--- src/rtl/dqp_pkg.sv ---
// Shared types and constants for the DNS query stream parser.
`timescale 1ns / 1ps
`default_nettype none
package dqp_pkg;

	localparam int BYTE_W      = 8;
	localparam int WORD_W      = 16;
	localparam int KIND_W      = 3;
	localparam int LABEL_NUM_W = 2;
	localparam int HDR_LEN     = 12;
	localparam int POS_W       = 4;
	localparam int REM_W       = 6;

	localparam int LABEL_LIMIT_DEF     = 63;
	localparam int LABELS_PER_NAME_DEF = 3;

	typedef enum logic [KIND_W-1:0] {
		KIND_HEADER   = 3'd0,
		KIND_LABEL    = 3'd1,
		KIND_QUESTION = 3'd2,
		KIND_ERROR    = 3'd3,
		KIND_DONE     = 3'd4
	} kind_t;

	typedef struct packed {
		kind_t                  kind;
		logic [WORD_W-1:0]      ident_or_class;
		logic [WORD_W-1:0]      flags_or_type;
		logic [WORD_W-1:0]      question_total;
		logic [WORD_W-1:0]      answer_total;
		logic [WORD_W-1:0]      authority_total;
		logic [WORD_W-1:0]      additional_total;
		logic [LABEL_NUM_W-1:0] label_number;
		logic [BYTE_W-1:0]      label_byte;
		logic [WORD_W-1:0]      question_number;
	} result_t;

	// parser -> result stage request
	typedef struct packed {
		logic    valid;
		logic    two;     // a message done result follows this one
		result_t item;
	} res_req_t;

	// result stage -> parser / top status
	typedef struct packed {
		logic take_ok;
		logic done_pend;
	} res_stat_t;

endpackage
`default_nettype wire

--- src/rtl/dqp_if.sv ---
// Query byte and result channel interfaces.
`timescale 1ns / 1ps
`default_nettype none
interface dqp_query_if;
	logic                       valid;
	logic                       ready;
	logic [dqp_pkg::BYTE_W-1:0] data_byte;
	logic                       message_start;

	modport source(output valid, data_byte, message_start, input ready);
	modport sink(input valid, data_byte, message_start, output ready);
endinterface

interface dqp_result_if;
	logic                            valid;
	logic                            ready;
	logic [dqp_pkg::KIND_W-1:0]      kind;
	logic [dqp_pkg::WORD_W-1:0]      ident_or_class;
	logic [dqp_pkg::WORD_W-1:0]      flags_or_type;
	logic [dqp_pkg::WORD_W-1:0]      question_total;
	logic [dqp_pkg::WORD_W-1:0]      answer_total;
	logic [dqp_pkg::WORD_W-1:0]      authority_total;
	logic [dqp_pkg::WORD_W-1:0]      additional_total;
	logic [dqp_pkg::LABEL_NUM_W-1:0] label_number;
	logic [dqp_pkg::BYTE_W-1:0]      label_byte;
	logic [dqp_pkg::WORD_W-1:0]      question_number;

	modport source(output valid, kind, ident_or_class, flags_or_type, question_total,
		answer_total, authority_total, additional_total, label_number, label_byte,
		question_number, input ready);
	modport sink(input valid, kind, ident_or_class, flags_or_type, question_total,
		answer_total, authority_total, additional_total, label_number, label_byte,
		question_number, output ready);
endinterface
`default_nettype wire

--- src/rtl/dqp_parse.sv ---
// Input register and per-byte header/question parsing state machine.
`timescale 1ns / 1ps
`default_nettype none
module dqp_parse #(
	parameter int LABEL_LIMIT     = dqp_pkg::LABEL_LIMIT_DEF,
	parameter int LABELS_PER_NAME = dqp_pkg::LABELS_PER_NAME_DEF
) (
	input  wire logic              clk,
	input  wire logic              arst_n,
	dqp_query_if.sink              query,
	input  wire dqp_pkg::res_stat_t stat,
	output dqp_pkg::res_req_t      req
);

	localparam int LW = $clog2(LABELS_PER_NAME + 1);
	localparam int BW = dqp_pkg::BYTE_W;
	localparam int WW = dqp_pkg::WORD_W;
	localparam int PW = dqp_pkg::POS_W;
	localparam int RW = dqp_pkg::REM_W;
	localparam int HDR_LAST = dqp_pkg::HDR_LEN - 1;

	typedef enum logic [2:0] {
		PH_IDLE, PH_HEADER, PH_LEN, PH_LABEL, PH_CLASS, PH_TYPE, PH_ERROR
	} phase_t;

	// input register
	logic          valid_s1;
	logic [BW-1:0] byte_s1;
	logic          start_s1;

	phase_t        phase_q, phase_d;
	logic [PW-1:0] pos_q, pos_d;
	logic [LW-1:0] label_q, label_d;
	logic [RW-1:0] rem_q, rem_d;
	logic [WW-1:0] qleft_q, qleft_d;
	logic [WW-1:0] qidx_q, qidx_d;
	logic [BW-1:0] high_q, high_d;
	logic [WW-1:0] class_q, class_d;
	logic [BW-1:0] hdr_q [HDR_LAST];

	phase_t          ph;
	logic [PW-1:0]   pos;
	logic            hdr_we;
	logic [LW-1:0]   label_inc;
	logic [RW-1:0]   rem_dec;
	logic [WW-1:0]   qleft_dec;
	logic            need;
	logic            two;
	dqp_pkg::result_t item;
	logic            fire;
	logic            accept;

	assign fire        = valid_s1 && (!need || stat.take_ok);
	assign query.ready = !valid_s1 || fire;
	assign accept      = query.valid && query.ready;

	assign label_inc = label_q + LW'(1);
	assign rem_dec   = (rem_q != '0) ? rem_q - RW'(1) : '0;
	assign qleft_dec = qleft_q - WW'(1);

	always_comb begin
		ph        = start_s1 ? PH_HEADER : phase_q;
		pos       = start_s1 ? '0 : pos_q;
		phase_d   = ph;
		pos_d     = pos;
		label_d   = label_q;
		rem_d     = rem_q;
		qleft_d   = qleft_q;
		qidx_d    = qidx_q;
		high_d    = high_q;
		class_d   = class_q;
		hdr_we    = 1'b0;
		need      = 1'b0;
		two       = 1'b0;
		item      = '0;
		case (ph)
			PH_HEADER: begin
				if (pos < PW'(HDR_LAST)) begin
					hdr_we = 1'b1;
					pos_d  = pos + PW'(1);
				end else begin
					need                  = 1'b1;
					item.kind             = dqp_pkg::KIND_HEADER;
					item.ident_or_class   = {hdr_q[0], hdr_q[1]};
					item.flags_or_type    = {hdr_q[2], hdr_q[3]};
					item.question_total   = {hdr_q[4], hdr_q[5]};
					item.answer_total     = {hdr_q[6], hdr_q[7]};
					item.authority_total  = {hdr_q[8], hdr_q[9]};
					item.additional_total = {hdr_q[10], byte_s1};
					qleft_d = {hdr_q[4], hdr_q[5]};
					qidx_d  = '0;
					pos_d   = '0;
					label_d = '0;
					if ({hdr_q[4], hdr_q[5]} == '0) begin
						two     = 1'b1;
						phase_d = PH_IDLE;
					end else begin
						phase_d = PH_LEN;
					end
				end
			end
			PH_LEN: begin
				if (byte_s1 >= BW'(LABEL_LIMIT)) begin
					need                 = 1'b1;
					item.kind            = dqp_pkg::KIND_ERROR;
					item.label_number    = dqp_pkg::LABEL_NUM_W'(label_q);
					item.question_number = qidx_q;
					phase_d              = PH_ERROR;
				end else if (byte_s1 == '0) begin
					label_d = label_inc;
					if (label_inc >= LW'(LABELS_PER_NAME)) begin
						phase_d = PH_CLASS;
						pos_d   = '0;
					end else begin
						phase_d = PH_LEN;
					end
				end else begin
					rem_d   = byte_s1[RW-1:0];
					phase_d = PH_LABEL;
				end
			end
			PH_LABEL: begin
				need                 = 1'b1;
				item.kind            = dqp_pkg::KIND_LABEL;
				item.label_number    = dqp_pkg::LABEL_NUM_W'(label_q);
				item.label_byte      = byte_s1;
				item.question_number = qidx_q;
				rem_d                = rem_dec;
				if (rem_dec == '0) begin
					label_d = label_inc;
					if (label_inc >= LW'(LABELS_PER_NAME)) begin
						phase_d = PH_CLASS;
						pos_d   = '0;
					end else begin
						phase_d = PH_LEN;
					end
				end
			end
			PH_CLASS: begin
				if (pos == '0) begin
					high_d = byte_s1;
					pos_d  = PW'(1);
				end else begin
					class_d = {high_q, byte_s1};
					pos_d   = '0;
					phase_d = PH_TYPE;
				end
			end
			PH_TYPE: begin
				if (pos == '0) begin
					high_d = byte_s1;
					pos_d  = PW'(1);
				end else begin
					need                 = 1'b1;
					item.kind            = dqp_pkg::KIND_QUESTION;
					item.ident_or_class  = class_q;
					item.flags_or_type   = {high_q, byte_s1};
					item.question_number = qidx_q;
					pos_d   = '0;
					qleft_d = qleft_dec;
					qidx_d  = qidx_q + WW'(1);
					label_d = '0;
					if (qleft_dec == '0) begin
						two     = 1'b1;
						phase_d = PH_IDLE;
					end else begin
						phase_d = PH_LEN;
					end
				end
			end
			default: begin
				// idle or error: byte dropped
			end
		endcase
	end

	assign req.valid = fire && need;
	assign req.two   = two;
	assign req.item  = item;

	always_ff @(posedge clk or negedge arst_n) begin
		if (!arst_n) begin
			valid_s1 <= 1'b0;
			phase_q  <= PH_IDLE;
			pos_q    <= '0;
			label_q  <= '0;
			rem_q    <= '0;
			qleft_q  <= '0;
			qidx_q   <= '0;
			high_q   <= '0;
			class_q  <= '0;
		end else begin
			if (accept) begin
				valid_s1 <= 1'b1;
			end else if (fire) begin
				valid_s1 <= 1'b0;
			end
			if (fire) begin
				phase_q <= phase_d;
				pos_q   <= pos_d;
				label_q <= label_d;
				rem_q   <= rem_d;
				qleft_q <= qleft_d;
				qidx_q  <= qidx_d;
				high_q  <= high_d;
				class_q <= class_d;
			end
		end
	end

	always_ff @(posedge clk) begin
		if (accept) begin
			byte_s1  <= query.data_byte;
			start_s1 <= query.message_start;
		end
		if (fire && hdr_we) begin
			hdr_q[pos] <= byte_s1;
		end
	end

endmodule
`default_nettype wire

--- src/rtl/dqp_result.sv ---
// Output register with a pending message-done slot.
`timescale 1ns / 1ps
`default_nettype none
module dqp_result (
	input  wire logic              clk,
	input  wire logic              arst_n,
	input  wire dqp_pkg::res_req_t req,
	output dqp_pkg::res_stat_t     stat,
	dqp_result_if.source           result
);

	dqp_pkg::result_t out_q;
	dqp_pkg::result_t done_item;
	logic             valid_q;
	logic             pend_q;
	logic             out_free;

	assign out_free     = !valid_q || result.ready;
	assign stat.take_ok = out_free && !pend_q;
	assign stat.done_pend = pend_q;

	always_comb begin
		done_item      = '0;
		done_item.kind = dqp_pkg::KIND_DONE;
	end

	always_ff @(posedge clk or negedge arst_n) begin
		if (!arst_n) begin
			valid_q <= 1'b0;
			pend_q  <= 1'b0;
		end else if (out_free) begin
			if (pend_q) begin
				valid_q <= 1'b1;
				pend_q  <= 1'b0;
			end else begin
				valid_q <= req.valid;
				pend_q  <= req.valid && req.two;
			end
		end
	end

	always_ff @(posedge clk) begin
		if (out_free) begin
			out_q <= pend_q ? done_item : req.item;
		end
	end

	assign result.valid            = valid_q;
	assign result.kind             = out_q.kind;
	assign result.ident_or_class   = out_q.ident_or_class;
	assign result.flags_or_type    = out_q.flags_or_type;
	assign result.question_total   = out_q.question_total;
	assign result.answer_total     = out_q.answer_total;
	assign result.authority_total  = out_q.authority_total;
	assign result.additional_total = out_q.additional_total;
	assign result.label_number     = out_q.label_number;
	assign result.label_byte       = out_q.label_byte;
	assign result.question_number  = out_q.question_number;

endmodule
`default_nettype wire

--- src/rtl/dns_query_stream_parser.sv ---
// Top level of the DNS query stream parser.
// Takes one message byte per request, one request per cycle unless a byte
// that produces a result is held in the input register. A byte is registered,
// parsed against the header/question state and its result lands in the output
// register. A header result with a zero question count, or the question done
// result of the last question, is followed by a message done result from the
// same output register in the cycle after it is taken. Bytes that produce no
// result keep flowing while the output side stalls; a byte that produces a
// result waits for the output register to free up.
`timescale 1ns / 1ps
`default_nettype none
module dns_query_stream_parser #(
	parameter int LABEL_LIMIT     = dqp_pkg::LABEL_LIMIT_DEF,
	parameter int LABELS_PER_NAME = dqp_pkg::LABELS_PER_NAME_DEF
) (
	input  wire logic    clk,
	input  wire logic    arst_n,
	dqp_query_if.sink    query,
	dqp_result_if.source result
);

	dqp_pkg::res_req_t  req;
	dqp_pkg::res_stat_t stat;

	dqp_parse #(
		.LABEL_LIMIT    (LABEL_LIMIT),
		.LABELS_PER_NAME(LABELS_PER_NAME)
	) u_parse (
		.clk   (clk),
		.arst_n(arst_n),
		.query (query),
		.stat  (stat),
		.req   (req)
	);

	dqp_result u_result (
		.clk   (clk),
		.arst_n(arst_n),
		.req   (req),
		.stat  (stat),
		.result(result)
	);

	// a pending done always sits behind a visible result
	a_pend_valid: assert property (@(posedge clk) disable iff (!arst_n)
		stat.done_pend |-> result.valid)
		else $error("done pending with empty output register");

	// parser never hands over a result the output stage cannot take
	a_req_taken: assert property (@(posedge clk) disable iff (!arst_n)
		req.valid |-> stat.take_ok)
		else $error("result request while output stage busy");

	// pending done goes out right after the current result is taken
	a_done_next: assert property (@(posedge clk) disable iff (!arst_n)
		(stat.done_pend && result.valid && result.ready) |=>
		(result.valid && result.kind == dqp_pkg::KIND_DONE))
		else $error("message done result not issued after pending");

endmodule
`default_nettype wire
--- src/flat_wrapper.sv ---
// flat-port wrapper written by rule: the top's interface ports become plain ports
module dns_query_stream_parser_flat 
#(
	parameter int LABEL_LIMIT     = dqp_pkg::LABEL_LIMIT_DEF,
	parameter int LABELS_PER_NAME = dqp_pkg::LABELS_PER_NAME_DEF
)
  (clk, arst_n, query_valid, query_data_byte, query_message_start, query_ready, result_valid, result_kind, result_ident_or_class, result_flags_or_type, result_question_total, result_answer_total, result_authority_total, result_additional_total, result_label_number, result_label_byte, result_question_number, result_ready);
  dqp_query_if query_i ();
  dqp_result_if result_i ();
  input  wire logic clk;
  input  wire logic arst_n;
  input wire logic [$bits(query_i.valid)-1:0] query_valid;
  input wire logic [$bits(query_i.data_byte)-1:0] query_data_byte;
  input wire logic [$bits(query_i.message_start)-1:0] query_message_start;
  output wire logic [$bits(query_i.ready)-1:0] query_ready;
  output wire logic [$bits(result_i.valid)-1:0] result_valid;
  output wire logic [$bits(result_i.kind)-1:0] result_kind;
  output wire logic [$bits(result_i.ident_or_class)-1:0] result_ident_or_class;
  output wire logic [$bits(result_i.flags_or_type)-1:0] result_flags_or_type;
  output wire logic [$bits(result_i.question_total)-1:0] result_question_total;
  output wire logic [$bits(result_i.answer_total)-1:0] result_answer_total;
  output wire logic [$bits(result_i.authority_total)-1:0] result_authority_total;
  output wire logic [$bits(result_i.additional_total)-1:0] result_additional_total;
  output wire logic [$bits(result_i.label_number)-1:0] result_label_number;
  output wire logic [$bits(result_i.label_byte)-1:0] result_label_byte;
  output wire logic [$bits(result_i.question_number)-1:0] result_question_number;
  input wire logic [$bits(result_i.ready)-1:0] result_ready;
  assign query_i.valid = query_valid;
  assign query_i.data_byte = query_data_byte;
  assign query_i.message_start = query_message_start;
  assign query_ready = query_i.ready;
  assign result_valid = result_i.valid;
  assign result_kind = result_i.kind;
  assign result_ident_or_class = result_i.ident_or_class;
  assign result_flags_or_type = result_i.flags_or_type;
  assign result_question_total = result_i.question_total;
  assign result_answer_total = result_i.answer_total;
  assign result_authority_total = result_i.authority_total;
  assign result_additional_total = result_i.additional_total;
  assign result_label_number = result_i.label_number;
  assign result_label_byte = result_i.label_byte;
  assign result_question_number = result_i.question_number;
  assign result_i.ready = result_ready;
  dns_query_stream_parser #(.LABEL_LIMIT(LABEL_LIMIT), .LABELS_PER_NAME(LABELS_PER_NAME)) u_core (.clk(clk), .arst_n(arst_n), .query(query_i), .result(result_i));
endmodule
--- config.mk ---
export PLATFORM = sky130hd
export DESIGN_NAME = dns_query_stream_parser_flat
export DESIGN_NICKNAME = d
export VERILOG_FILES = /design/src/rtl/dqp_pkg.sv /design/src/rtl/dqp_if.sv /design/src/rtl/dqp_parse.sv /design/src/rtl/dqp_result.sv /design/src/rtl/dns_query_stream_parser.sv /design/src/flat_wrapper.sv
export SDC_FILE = /design/constraint.sdc
export NUM_CORES = 1
export LEC_CHECK = 0
export BUFFER_PORTS_ARGS = -buffer_cell sky130_fd_sc_hd__buf_2
export CORE_MARGIN = 2
export CORE_UTILIZATION = 46
export DETAILED_ROUTE_END_ITERATION = 10
export GPL_ROUTABILITY_DRIVEN = 0
export MAX_ROUTING_LAYER = met4
export PLACE_DENSITY = 0.75
export SYNTH_ARGS = -nofsm -noshare
export SYNTH_HDL_FRONTEND = slang
export SYNTH_HIERARCHICAL = 1
export SYNTH_SLANG_ARGS = --single-unit
--- constraint.sdc ---
create_clock -name clk -period 6.3 [get_ports clk]
set_input_delay 0.63 -clock clk [delete_from_list [all_inputs] [get_ports clk]]
set_output_delay 0.63 -clock clk [all_outputs]
set_load 0.05 [all_outputs]
==> impl_metrics.py <==
metrics = {
    "clock_network": {
        "cts_root_buf": "clkbuf_16",
        "cts_tree": "yes",
        "clkTransAtPathRegs_ps": 60,
        "cts_buffer_depth": 3,
        "cts_buffers": 29,
        "ctsHtreeMaxLevel": 1,
        "clkLatencyLatePin_ps": 550,
        "cts.sinks": 296,
        "ctsResizeCount": 0,
        "post_cts_buffers": 0,
        "hold_buffers": 0,
    },
    "setup_path": {
        "cp_top_family": "simple AND/OR/NAND/NOR gates",
        "start_kind": "register",
        "worstPathArrival_ps": 4510,
        "critPathRequiredTime_ps": 6730,
        "path_buf_inv": 2,
        "worstSetupEndpointType": "register",
        "crit_top_cell": "nand2_1",
        "crit_chain": "clkinv_1, nand2_1, inv_1, ha_1, o211ai_1, nand2_1, o31a_1, or4b_1, mux2_4",
        "worst-path-max-fanout": 16,
        "cpPeakStageDelay_ps": 960,
        "cp_slowest_cell": "or4b_1",
        "critPathKind": "reg -> reg",
    },
    "drt": {
        "wl_mm": 27.20,
        "drt_iter0_drc": 848,
        "vias": 8293,
        "firstDrtPassIters": 5,
        "drc": 0,
        "final_antenna_net_count": 0,
        "avgRoutedWirePerCell_um": 17.77,
        "vias_per_cell": 5.420,
    },
    "final_layout": {
        "nNetsFinal": 1151,
        "design_area_sq_um": 14880,
        "antenna_cells": 0,
        "final_cells": 1530,
        "multi_input_area_sq_um": 4091,
        "fill_cells": 2319,
        "areaGrowthSynthToFinish_pct": 15.18,
        "drive_gt1_share_pct": 20.23,
        "ff_latch_area_sq_um": 8522,
    },
    "global_routing": {
        "grt_usage_pct": 18.83,
        "grt_max_degree": 97,
        "grt.overflow.total": 0,
        "grt_pass1_vias": 7923,
        "grt_antenna_before_repair": 0,
        "grt_pass1_wl_mm": 42.39,
    },
    "status": {
        "outcome": "complete, no violations",
    },
    "sta": {
        "fmax_mhz": 245.1,
        "slew_violations": 0,
        "hold_viol": 0,
        "grt_setup_unrepaired": "no",
        "hold_slack_ps": 222.8,
        "timing.setup.tns_ps": 0,
        "setup_viol": 0,
        "fin_crit_sh_pct": 64.75,
        "fin_crit_ps": 4079,
        "tightest_slew_ps": 971.5,
        "finClkSkew_ps": 10.02,
        "slew-limit-headroom_pct": 35.24,
    },
    "synthesis": {
        "synthCells": 1003,
        "avgSynthCellArea_sq_um": 12.88,
        "synth_nets": 1025,
        "ys_warn_count": 6,
        "synth_area_sq_um": 12920,
    },
    "die": {
        "ios": 140,
        "core_area_sq_um": 27710,
        "rows": 61,
        "dieHeight_um": 171.6,
        "fp.dieArea_sq_um": 29440,
        "die_w_um": 171.6,
        "initial_utilization_pct": 46.63,
    },
    "flow_run": {
        "drv_cap": 0,
    },
    "place": {
        "place_inst": 1476,
        "postPlaceCellArea_sq_um": 13950,
        "dp.final_hpwl_mm": 17.19,
        "portBuffers": 139,
    },
    "hold_path": {
        "hp-class": "in -> async",
    },
    "pwr": {
        "p_per_area_nw_per_um2": 308.1,
        "leakagePower_nw": 6.597,
        "ir_drop_mv": 0.1774,
        "fin_total_pwr_mw": 4.584,
    },
}
[sequential cells by signal, indices dropped and copies added (netlist names), 4 cells and up]
signal and cells:
u_core/u_result/result.ident_or_class 16, u_core/u_result/result.question_total 16, u_core/u_parse/hdr_q 88, u_core/u_result/result.label_byte 8, u_core/u_parse/pos_q 4, u_core/u_parse/byte_s1 8, u_core/u_parse/rem_q 6, u_core/u_parse/qleft_q 16
u_core/u_result/result.flags_or_type 16, u_core/u_result/result.question_number 16, u_core/u_parse/qidx_q 16, u_core/u_parse/class_q 16, u_core/u_parse/high_q 8, u_core/u_result/result.authority_total 16, u_core/u_result/result.answer_total 16, u_core/u_result/result.additional_total 16
[final cells by class]
type                       instances  area share (%)
clock inverter                     9          0.5802
clock buffer                      45           5.684
multi-input combinational        634           27.50
sequential                       296           57.27
tap                              378           3.178
inverter                          15          0.3952
timing repair buffer             153           5.398
[routing by layer]
layer | wire length [um] | vias up | track usage (%)
li1 | - | 3899 | -
met1 | 12080 | 4043 | 25.73
met2 | 12950 | 295 | 29.79
met3 | 1558 | 56 | 2.462
met4 | 612 | 0 | 5.380
met5 | 0 | - | -
[cells in the final DEF, fill, tap and decap left out, types with 27 or more instances in the layout]
cell type,instances
edfxtp_1,222
nand2_1,41
a21oi_1,34
o21ai_0,58
clkbuf_16,29
nor2_1,46
and2_1,70
a22o_1,39
dfrtp_1,73
buf_2,138
nor2b_1,145
and3_1,27
[power breakdown]
group	internal, mW	switching (mW)
Sequential	2.22	0.119
Clock	0.966	0.708
Combinational	0.191	0.376
Total	3.38	1.20
[metrics by stage]
| step | utilization, % | setup WS [ps] |
|---|---|---|
| 2_1_floorplan | - | 2459 |
| 3_3_place_gp | 50.35 | 2449 |
| 3_5_place_dp | 50.35 | 2306 |
| 4_1_cts | 53.71 | 2290 |
| 5_1_grt | 53.71 | 1935 |
| 6_report | 53.71 | 2221 |
[worst paths after layout]
check / slack, ps / end / startpoint / cells past startpoint
max in group asynchronous: 5360 / u_core/u_result/pend_q / arst_n / 1
min in group clk: 260 / u_core/u_parse/byte_s1[0] / query_data_byte[0] / 1
worst min-delay path: 220 / u_core/u_parse/qidx_q[13] / arst_n / 1
worst max-delay path: 2220 / u_core/u_parse/class_q[9] / u_core/u_parse/start_s1 / 9
worst max register to register: 2220 / u_core/u_parse/class_q[9] / u_core/u_parse/start_s1 / 9
worst min register to register: 510 / u_core/u_parse/class_q[4] / u_core/u_parse/class_q[4] / 1
Power figures use the tool's default switching activity.
